File: config.mk
export PLATFORM = sky130hd
export DESIGN_NAME = usage_list_difference
export DESIGN_NICKNAME = d
export VERILOG_FILES = /design/src/design/uld_pkg.sv /design/src/design/uld_ctrl.sv /design/src/design/uld_dp.sv /design/src/design/usage_list_difference.sv
export SDC_FILE = /design/constraint.sdc
export NUM_CORES = 2
export LEC_CHECK = 0
export BUFFER_PORTS_ARGS = -buffer_cell sky130_fd_sc_hd__buf_2
export CORE_MARGIN = 2
export CORE_UTILIZATION = 35
export DETAILED_ROUTE_END_ITERATION = 6
export PLACE_DENSITY = 0.54
export SLEW_MARGIN = 20
export SYNTH_ARGS = -nofsm -noshare
export SYNTH_HDL_FRONTEND = slang
export SYNTH_SLANG_ARGS = --single-unit
File: constraint.sdc
create_clock -name i_clk -period 17.1 [get_ports i_clk]
set_clock_uncertainty 0.1 [all_clocks]
set_input_delay 0.855 -clock i_clk [delete_from_list [all_inputs] [get_ports i_clk]]
set_output_delay 0.855 -clock i_clk [all_outputs]
set_load 0.03 [all_outputs]
File: src/design/uld_pkg.sv
// uld_pkg: shared types and constants for the usage list difference block
// no dependencies; used by uld_ctrl, uld_dp and usage_list_difference
package uld_pkg;

    localparam int LIST_DEPTH_DEF = 16;
    localparam int USAGE_W = 16;

    typedef struct packed {
        logic [USAGE_W-1:0] prev_usage;
        logic [USAGE_W-1:0] cur_usage;
        logic               last_item;
    } t_req;

    typedef struct packed {
        logic [USAGE_W-1:0] make_usage;
        logic [USAGE_W-1:0] break_usage;
        logic               last_result;
    } t_rsp;

    // controller to datapath
    typedef struct packed {
        logic load;     // request accepted, write both stores
        logic cmp;      // compare one position against the other list
        logic rd;       // fetch one result into the output register
        logic pop;      // result taken downstream
    } t_cmd;

    // datapath to controller
    typedef struct packed {
        logic load_end;  // the request being loaded closes the run
        logic cmp_last;  // compare pass is at the final position
        logic emit_last; // output register holds the final result
    } t_sts;

    typedef enum logic [3:0] {
        S_LOAD = 4'b0001,
        S_CMP  = 4'b0010,
        S_RD   = 4'b0100,
        S_OUT  = 4'b1000
    } t_state;

endpackage

File: src/design/uld_ctrl.sv
// uld_ctrl: sequencer for load, compare and emit phases
// depends on uld_pkg for command, status and state types
module uld_ctrl (
    input  logic          i_clk,
    input  logic          i_rst_n,
    input  logic          i_valid,
    input  logic          i_out_ready,
    input  uld_pkg::t_sts i_sts,
    output logic          o_in_ready,
    output logic          o_out_valid,
    output uld_pkg::t_cmd o_cmd
);

    uld_pkg::t_state r_state, n_state;

    always_ff @(posedge i_clk) begin
        if (!i_rst_n) begin
            r_state <= uld_pkg::S_LOAD;
        end else begin
            r_state <= n_state;
        end
    end

    always_comb begin
        n_state = r_state;
        unique case (r_state)
            uld_pkg::S_LOAD: begin
                if (i_valid && i_sts.load_end) n_state = uld_pkg::S_CMP;
            end
            uld_pkg::S_CMP: begin
                if (i_sts.cmp_last) n_state = uld_pkg::S_RD;
            end
            uld_pkg::S_RD: begin
                n_state = uld_pkg::S_OUT;
            end
            uld_pkg::S_OUT: begin
                if (i_out_ready) begin
                    n_state = i_sts.emit_last ? uld_pkg::S_LOAD : uld_pkg::S_RD;
                end
            end
            default: n_state = uld_pkg::S_LOAD;
        endcase
    end

    assign o_in_ready  = (r_state == uld_pkg::S_LOAD);
    assign o_out_valid = (r_state == uld_pkg::S_OUT);

    always_comb begin
        o_cmd      = '0;
        o_cmd.load = o_in_ready && i_valid;
        o_cmd.cmp  = (r_state == uld_pkg::S_CMP);
        o_cmd.rd   = (r_state == uld_pkg::S_RD);
        o_cmd.pop  = o_out_valid && i_out_ready;
    end

endmodule

File: src/design/uld_dp.sv
// uld_dp: list stores, parallel compare lanes, packed result lists
// depends on uld_pkg for payload, command and status types
module uld_dp #(
    parameter int LIST_DEPTH = uld_pkg::LIST_DEPTH_DEF
) (
    input  logic          i_clk,
    input  logic          i_rst_n,
    input  uld_pkg::t_req i_req,
    input  uld_pkg::t_cmd i_cmd,
    output uld_pkg::t_sts o_sts,
    output uld_pkg::t_rsp o_rsp
);

    localparam int AW = (LIST_DEPTH > 1) ? $clog2(LIST_DEPTH) : 1;
    localparam int CW = $clog2(LIST_DEPTH + 1);
    localparam int UW = uld_pkg::USAGE_W;

    logic [UW-1:0] r_prev [LIST_DEPTH];
    logic [UW-1:0] r_cur  [LIST_DEPTH];
    logic [UW-1:0] r_mk_mem [LIST_DEPTH];
    logic [UW-1:0] r_bk_mem [LIST_DEPTH];

    logic [AW-1:0] r_cnt, r_last, r_i, r_idx;
    logic [CW-1:0] r_plen, r_clen, r_mk, r_bk;
    logic          r_pdone, r_cdone;
    uld_pkg::t_rsp r_rsp;

    logic [UW-1:0] w_p_i, w_c_i;
    logic          w_c_in_prev, w_p_in_cur, w_mk_wr, w_bk_wr;

    // current entry of the compare pass against every live entry of the other list
    always_comb begin
        w_p_i       = r_prev[r_i];
        w_c_i       = r_cur[r_i];
        w_c_in_prev = 1'b0;
        w_p_in_cur  = 1'b0;
        for (int j = 0; j < LIST_DEPTH; j++) begin
            if (CW'(j) < r_plen && r_prev[j] == w_c_i) w_c_in_prev = 1'b1;
            if (CW'(j) < r_clen && r_cur[j] == w_p_i)  w_p_in_cur  = 1'b1;
        end
        w_mk_wr = i_cmd.cmp && (CW'(r_i) < r_clen) && !w_c_in_prev;
        w_bk_wr = i_cmd.cmp && (CW'(r_i) < r_plen) && !w_p_in_cur;
    end

    always_comb begin
        o_sts           = '0;
        o_sts.load_end  = i_req.last_item || (r_cnt == AW'(LIST_DEPTH - 1));
        o_sts.cmp_last  = (r_i == r_last);
        o_sts.emit_last = r_rsp.last_result;
    end

    assign o_rsp = r_rsp;

    // store writes
    always_ff @(posedge i_clk) begin
        if (i_cmd.load) begin
            r_prev[r_cnt] <= i_req.prev_usage;
            r_cur[r_cnt]  <= i_req.cur_usage;
        end
    end

    // packed result lists
    always_ff @(posedge i_clk) begin
        if (w_mk_wr) r_mk_mem[r_mk[AW-1:0]] <= w_c_i;
        if (w_bk_wr) r_bk_mem[r_bk[AW-1:0]] <= w_p_i;
    end

    // output register, zero past the packed count
    always_ff @(posedge i_clk) begin
        if (i_cmd.rd) begin
            r_rsp.make_usage  <= (CW'(r_idx) < r_mk) ? r_mk_mem[r_idx] : '0;
            r_rsp.break_usage <= (CW'(r_idx) < r_bk) ? r_bk_mem[r_idx] : '0;
            r_rsp.last_result <= (r_idx == r_last);
        end
    end

    always_ff @(posedge i_clk) begin
        if (!i_rst_n) begin
            r_cnt   <= '0;
            r_last  <= '0;
            r_i     <= '0;
            r_idx   <= '0;
            r_plen  <= '0;
            r_clen  <= '0;
            r_mk    <= '0;
            r_bk    <= '0;
            r_pdone <= 1'b0;
            r_cdone <= 1'b0;
        end else begin
            if (i_cmd.load) begin
                // live length runs up to the first zero
                if (!r_pdone) begin
                    if (i_req.prev_usage == '0) r_pdone <= 1'b1;
                    else                        r_plen  <= r_plen + 1'b1;
                end
                if (!r_cdone) begin
                    if (i_req.cur_usage == '0) r_cdone <= 1'b1;
                    else                       r_clen  <= r_clen + 1'b1;
                end
                if (o_sts.load_end) begin
                    r_last <= r_cnt;
                    r_i    <= '0;
                    r_idx  <= '0;
                    r_mk   <= '0;
                    r_bk   <= '0;
                end else begin
                    r_cnt <= r_cnt + 1'b1;
                end
            end
            if (i_cmd.cmp) begin
                r_i <= r_i + 1'b1;
                if (w_mk_wr) r_mk <= r_mk + 1'b1;
                if (w_bk_wr) r_bk <= r_bk + 1'b1;
            end
            if (i_cmd.pop) begin
                if (r_rsp.last_result) begin
                    r_cnt   <= '0;
                    r_plen  <= '0;
                    r_clen  <= '0;
                    r_pdone <= 1'b0;
                    r_cdone <= 1'b0;
                end else begin
                    r_idx <= r_idx + 1'b1;
                end
            end
        end
    end

endmodule

File: src/design/usage_list_difference.sv
// usage_list_difference: one request per cycle while loading; the closing request
// starts the compare phase (one position per cycle against all live entries),
// then each loaded position gives one result, fetched into the output register
// and then presented until it is taken downstream
// synchronous active-low reset returns to loading at position 0, lists empty
// depends on uld_pkg, uld_ctrl, uld_dp
module usage_list_difference #(
    parameter int LIST_DEPTH = uld_pkg::LIST_DEPTH_DEF
) (
    input  logic          i_clk,
    input  logic          i_rst_n,
    input  logic          i_valid,
    output logic          o_ready,
    input  uld_pkg::t_req i_req,
    output logic          o_valid,
    input  logic          i_ready,
    output uld_pkg::t_rsp o_rsp
);

    uld_pkg::t_cmd w_cmd;
    uld_pkg::t_sts w_sts;

    uld_ctrl u_ctrl (
        .i_clk       (i_clk),
        .i_rst_n     (i_rst_n),
        .i_valid     (i_valid),
        .i_out_ready (i_ready),
        .i_sts       (w_sts),
        .o_in_ready  (o_ready),
        .o_out_valid (o_valid),
        .o_cmd       (w_cmd)
    );

    uld_dp #(
        .LIST_DEPTH (LIST_DEPTH)
    ) u_dp (
        .i_clk   (i_clk),
        .i_rst_n (i_rst_n),
        .i_req   (i_req),
        .i_cmd   (w_cmd),
        .o_sts   (w_sts),
        .o_rsp   (o_rsp)
    );

endmodule
; After elaboration in Yosys (flattened, before gate mapping)
; Memory sizes are Yosys's and may differ from the RTL's. A register that Yosys moved wholly into a read port is not among the register bits.
; Index checks and enable logic that the tools add are counted.
; W data, S select, Z words.
[classes]
add_sub_neg = 7
magnitude_cmp = 36
n_eq_ne = 42
n_mux = 86
n_reduce_logical = 51
[op_table]
columns = op, n
row1 = $eq A16 B16 Y1, 32
row2 = $mux W5, 18
row3 = $lt A4 B5 Y1 const A, 16
row4 = $mux W4, 18
row5 = $mux W1, 48
row6 = $lt A3 B5 Y1 const A, 8
row7 = $logic_and A1 B1 Y1, 39
row8 = $logic_not A16 Y1, 2
row9 = $add A5 B1 Y5 const B, 4
row10 = $lt A1 B5 Y1 const A, 4
row11 = $lt A2 B5 Y1 const A, 4
row12 = $lt A4 B5 Y1, 4
row13 = $pmux W4 S4, 1
row14 = $add A4 B1 Y4 const B, 3
row15 = $eq A4 B4 Y1, 2
row16 = $eq A4 B4 Y1 const B, 2
row17 = $ne A2 B2 Y1 const B, 3
row18 = $eq A4 B1 Y1 const B, 1
row19 = $eq A4 B2 Y1 const B, 1
row20 = $eq A4 B3 Y1 const B, 1
row21 = $logic_not A1 Y1, 4
row22 = $reduce_and A2 Y1, 2
row23 = $reduce_bool A2 Y1, 2
row24 = $mux W3, 1
row25 = other kinds (2), 2
[totals]
register_bits = 43
ram_bits = 1024
inputBits = 37
output_inout_bits = 35
wordCells = 238
mem_count = 4
[memory_table]
columns = memory, depth, width, read_ports, rd_ports_with_merged_regs, write_ports, line_no
row1 = u_dp.r_bk_mem, 16, 16, 1, 1, 1, uld_dp.sv:21  ; logic [UW-1:0] r_bk_mem [LIST_DEPTH];
row2 = u_dp.r_cur, 16, 16, 17, 1, 1, uld_dp.sv:19  ; logic [UW-1:0] r_cur [LIST_DEPTH];
row3 = u_dp.r_mk_mem, 16, 16, 1, 1, 1, uld_dp.sv:20  ; logic [UW-1:0] r_mk_mem [LIST_DEPTH];
row4 = u_dp.r_prev, 16, 16, 17, 1, 1, uld_dp.sv:18  ; logic [UW-1:0] r_prev [LIST_DEPTH];

; Longest topological paths before layout
; An unclocked memory read counts as a cell.
[logic_depth]
depth_word = 23
ltp_mapped = 21
ltp_nobuf = 13

; By module
; Synthesis repeated with hierarchy kept, for this count alone.
[hier_totals]
cells_unflattened = 3451
area_unflattened_um2 = 54442.2
[modules_own_cells]
columns = mod, instances, cells_each, area_each_um2, seq_area_each_um2
row1 = uld_dp, 1, 3414, 54099.4, 32581.2
row2 = uld_ctrl, 1, 37, 342.8, 80.1

; Worst setup path before layout
; No wires, ideal clock.
[synth_timing]
path_type = register -> register
from = reg u_ctrl.r_state[3]
to = mem u_dp.r_cur[3][0] (netlist bit), enable pin
setup_ns = 0.501
arrival_ns = 5.433
required_time_ns = 16.499
slack_ns = 11.065
path_stages_with_launch = 5
path_buffers = 1
synth_period_minus_slack_ns = 6.035
path_cell_list = dfxtp_1 nor4b_1 nand2_1 clkbuf_1 nor4_1
[synth_via]
elab_chain_len = 4
[synth_rtl]
columns = item, line_no
row1 = "start, declared", uld_ctrl.sv:14  ; uld_pkg::t_state r_state, n_state;
row2 = "start signal, assigned", uld_ctrl.sv:18  ; r_state <= uld_pkg::S_LOAD;
row3 = "start signal, assigned", uld_ctrl.sv:20  ; r_state <= n_state;
row4 = $eq A4 B1 Y1, uld_ctrl.sv:45  ; assign o_in_ready = (r_state == uld_pkg::S_LOAD);
row5 = net o_ready, usage_list_difference.sv:13  ; output logic o_ready,
row6 = $logic_and A1 B1 Y1, uld_ctrl.sv:50  ; o_cmd.load = o_in_ready && i_valid;
row7 = $mux W1, uld_dp.sv:56  ; if (i_cmd.load) begin
row8 = $mux W1 (not written as such), uld_dp.sv:58  ; r_cur[r_cnt] <= i_req.cur_usage;
row9 = "end, declared", uld_dp.sv:19
; The timed path passes the listed nets, and every way through them passes these cells.

==> results.yml <==
status:
  status: "finished clean"
sta:
  finalSetupViolations: 0
  timing.fmax_mhz: 129
  holdWs_ns: 0.289
  finalCritPeriodShare: 0.452
  tns_ns: 0
  max_slew_margin: 0.224
  fin_crit_ns: 7.73
  finalHoldViolCount: 0
  rsz0062_at_grt: "no"
  maxSlewViolCount: 0
  worst_slew_pin_slew_ns: 1.14
drt:
  routedLengthMet1_mm: 80.3
  viasPerCell: 5.85
  wl_met2_mm: 86.7
  final_antenna_net_count: 0
  first_iter_violations: 4394
  num_vias: 33100
  drt-total-wl_mm: 194
  routedWlPerCell_um: 34.2
  dr_wl_met3_mm: 18.4
  drc: 0
  drt_pass1_iterations: 6
  dr.max_layer_used: "met5"
floorplanning:
  core-area_um2: 154000
  fp.dieW_um: 397
  die_height_um: 397
  start_util: 0.351
  rows: 144
  io_pins: 72
  die_area_um2: 157000
clock_tree:
  insertion_delay_ns: 0.78
  post-cts-setup-buffers: 0
  cts_buffers: 130
  cts_tree: "built"
  htreeDepth: 4
  path_clk_slew_ns: 0.07
  root_buffer: "clkbuf_16"
  postCtsHoldBufs: 0
  cts_resized: 0
  clk_path_buf_depth: 3
  numClockSinks: 1103
cells_and_area:
  final_cell_mix: "1057 x edfxtp_1, 341 x xnor2_1, 329 x xor2_1"
  seq_area_um2: 32700
  multi_input_area_um2: 20300
  drive_gt1_frac: 0.211
  fillers: 14100
  fin_cells: 5664
  area_delta_synth_final_pct: 13.2
  final_common_cell: "edfxtp_1"
  num-nets-final: 3577
  final_util: 0.398
  fin_area_um2: 61100
grt:
  antenna_found_initial: 9
  grt_max_degree: 106
  grt_pass1_wl_mm: 268
  grt_pass1_vias: 32200
  track_usage: 0.244
  grt_overflow: 0
placed_design:
  dpl.hpwl_mm: 133
  gp_congestion: 1.00
  dpl_cell_area_um2: 56700
  portBuffers: 71
  place_inst: 5424
synthesis:
  synth-edff-count: 1057
  synth_compound_area_frac: 0.0485
  synth_top_area_share: 0.589
  synth_nets: 3469
  syn_area_per_cell_um2: 15.8
  synth_area_leaders: "edfxtp_1 59%, mux4_2 11%, xnor2_1 5.5%, xor2_1 5.3%, mux2i_1 2.6%"
  async_reset_ff_frac: 0
  synth_area_um2: 53900
  synth_top_family_by_area: "multiplexers"
  synth_ff_type: "edfxtp_1"
  yosys_warnings: 0
  synthXorXnorAreaFrac: 0.109
  yosysUniqueCellTypes: 93
  netlist.top_cell.by_area: "edfxtp_1"
  yosys.area_share.simple: 0.0567
  synth-seq-cells: 1103
  synth_adder_area_share: 0.00650
  muxShareOfSynthArea: 0.149
  synthCells: 3404
  ys_seq_area_frac: 0.606
hold_path:
  hold_path_class: "in -> reg"
power_and_ir_drop:
  vdd_ir_drop_max_mv: 0.109
  p_leak_nw: 18.7
  p_per_area_nw_per_um2: 112
worst_setup_path:
  endpoint_kind: "flop"
  cp-start-kind: "flop"
  reg2reg_setup_slack_ns: 9.37
  arrival_ns: 8.01
  path_class: "reg -> reg"
  worstPathRequired_ns: 17.39
  worstPathMaxFanout: 39
flow_run:
  maxCapViolations: 0
-- layout make-up --
class                           instances  area share
Clock buffer                          155      0.0565
Clock inverter                         81      0.0145
Timing Repair Buffer                  159      0.0171
Antenna cell                            4    0.000164
Sequential cell                      1103       0.535
Multi-Input combinational cell       2073       0.332
Tap cell                             2044      0.0419
Inverter                               45     0.00289
-- final timing paths --
check,startpoint,to,depth (start not counted)
max,flop,u_dp.r_bk_mem[11][6],14
min,i_ready,u_dp.r_idx[1],3
max reg2reg,flop,u_dp.r_bk_mem[11][6],14
min reg2reg,u_dp.r_cdone,u_dp.r_cdone,2
-- power breakdown --
part	switching, mW	leakage, nW	total (mW)	internal, mW
sequential	0.0376	9.88	3.09	3.05
combinational	0.650	6.70	0.923	0.273
clock	1.18	2.12	2.84	1.66
-- routing by layer --
metal / vias to the layer above / track usage
met1: 17300 / 0.342
met3: 396 / 0.0516
met5: - / 0
li1: 13600 / -
met2: 1875 / 0.369
met4: 2 / 0.0968
-- worst max-delay path, cell delays in order (launching register included) --
cell	delay, ns
dfxtp_4	0.87
buf_4	0.80
mux2_2	0.41
o22ai_1	0.17
and2_1	0.33
nand2b_1	0.35
clkinv_1	0.93
xor2_1	0.41
a2111oi_0	0.09
and4bb_1	0.28
and2_1	0.16
a2111o_1	0.38
nor4_4	0.70
nand2_1	0.37
nor2_2	0.88
-- sequential cells by signal, summed over array words and instances, names as in the netlist, 5 cells and up, named ones only --
name	count
u_dp.r_bk_mem	256
u_dp.r_plen	5
u_dp.r_mk_mem	256
u_dp.r_mk	5
u_dp.r_clen	5
u_dp.o_rsp	33
u_dp.r_prev	256
u_dp.r_cur	256
u_dp.r_bk	5
-- cells in the mapped netlist, types with 15 or more instances --
library cell / count
nand4_1: 56
xor2_1: 329
inv_1: 39
buf_4: 28
mux4_2: 263
a2111oi_0: 18
dfxtp_1: 46
nor3_1: 39
edfxtp_1: 1057
o21ai_0: 60
nand3_1: 58
clkbuf_1: 65
xnor2_1: 341
buf_6: 18
o2111ai_1: 20
buf_2: 38
nor2_1: 115
or3_1: 19
nor4_1: 59
o211ai_1: 18
nand2_1: 79
a21oi_1: 67
nor2b_1: 39
mux2i_1: 138
o22ai_1: 24
mux2_2: 28
buf_1: 18
a31oi_1: 15
ha_1: 28
-- per-stage QoR --
step | power [mW] | setup slack (ns)
finish | 6.85 | 9.37
global route | 7.03 | 8.84
floorplan | 3.65 | 11.07
global placement | 4.04 | 9.57
detailed placement | 4.04 | 9.42
CTS | 6.87 | 9.37
-- cells by family (layout without fill, tap and decap cells) --
logic type | count (synthesis) | in the layout
DFF | 1103 | 1103
xor gates and xnor gates | 670 | 670
and+or+nand+nor | 565 | 565
muxes | 450 | 450
AOI/OAI and AO/OA | 360 | 360
buffers and inverters | 228 | 440
adders and majority gates | 28 | 28
other | 0 | 4
No activity file was read; power rests on OpenSTA's default activity.
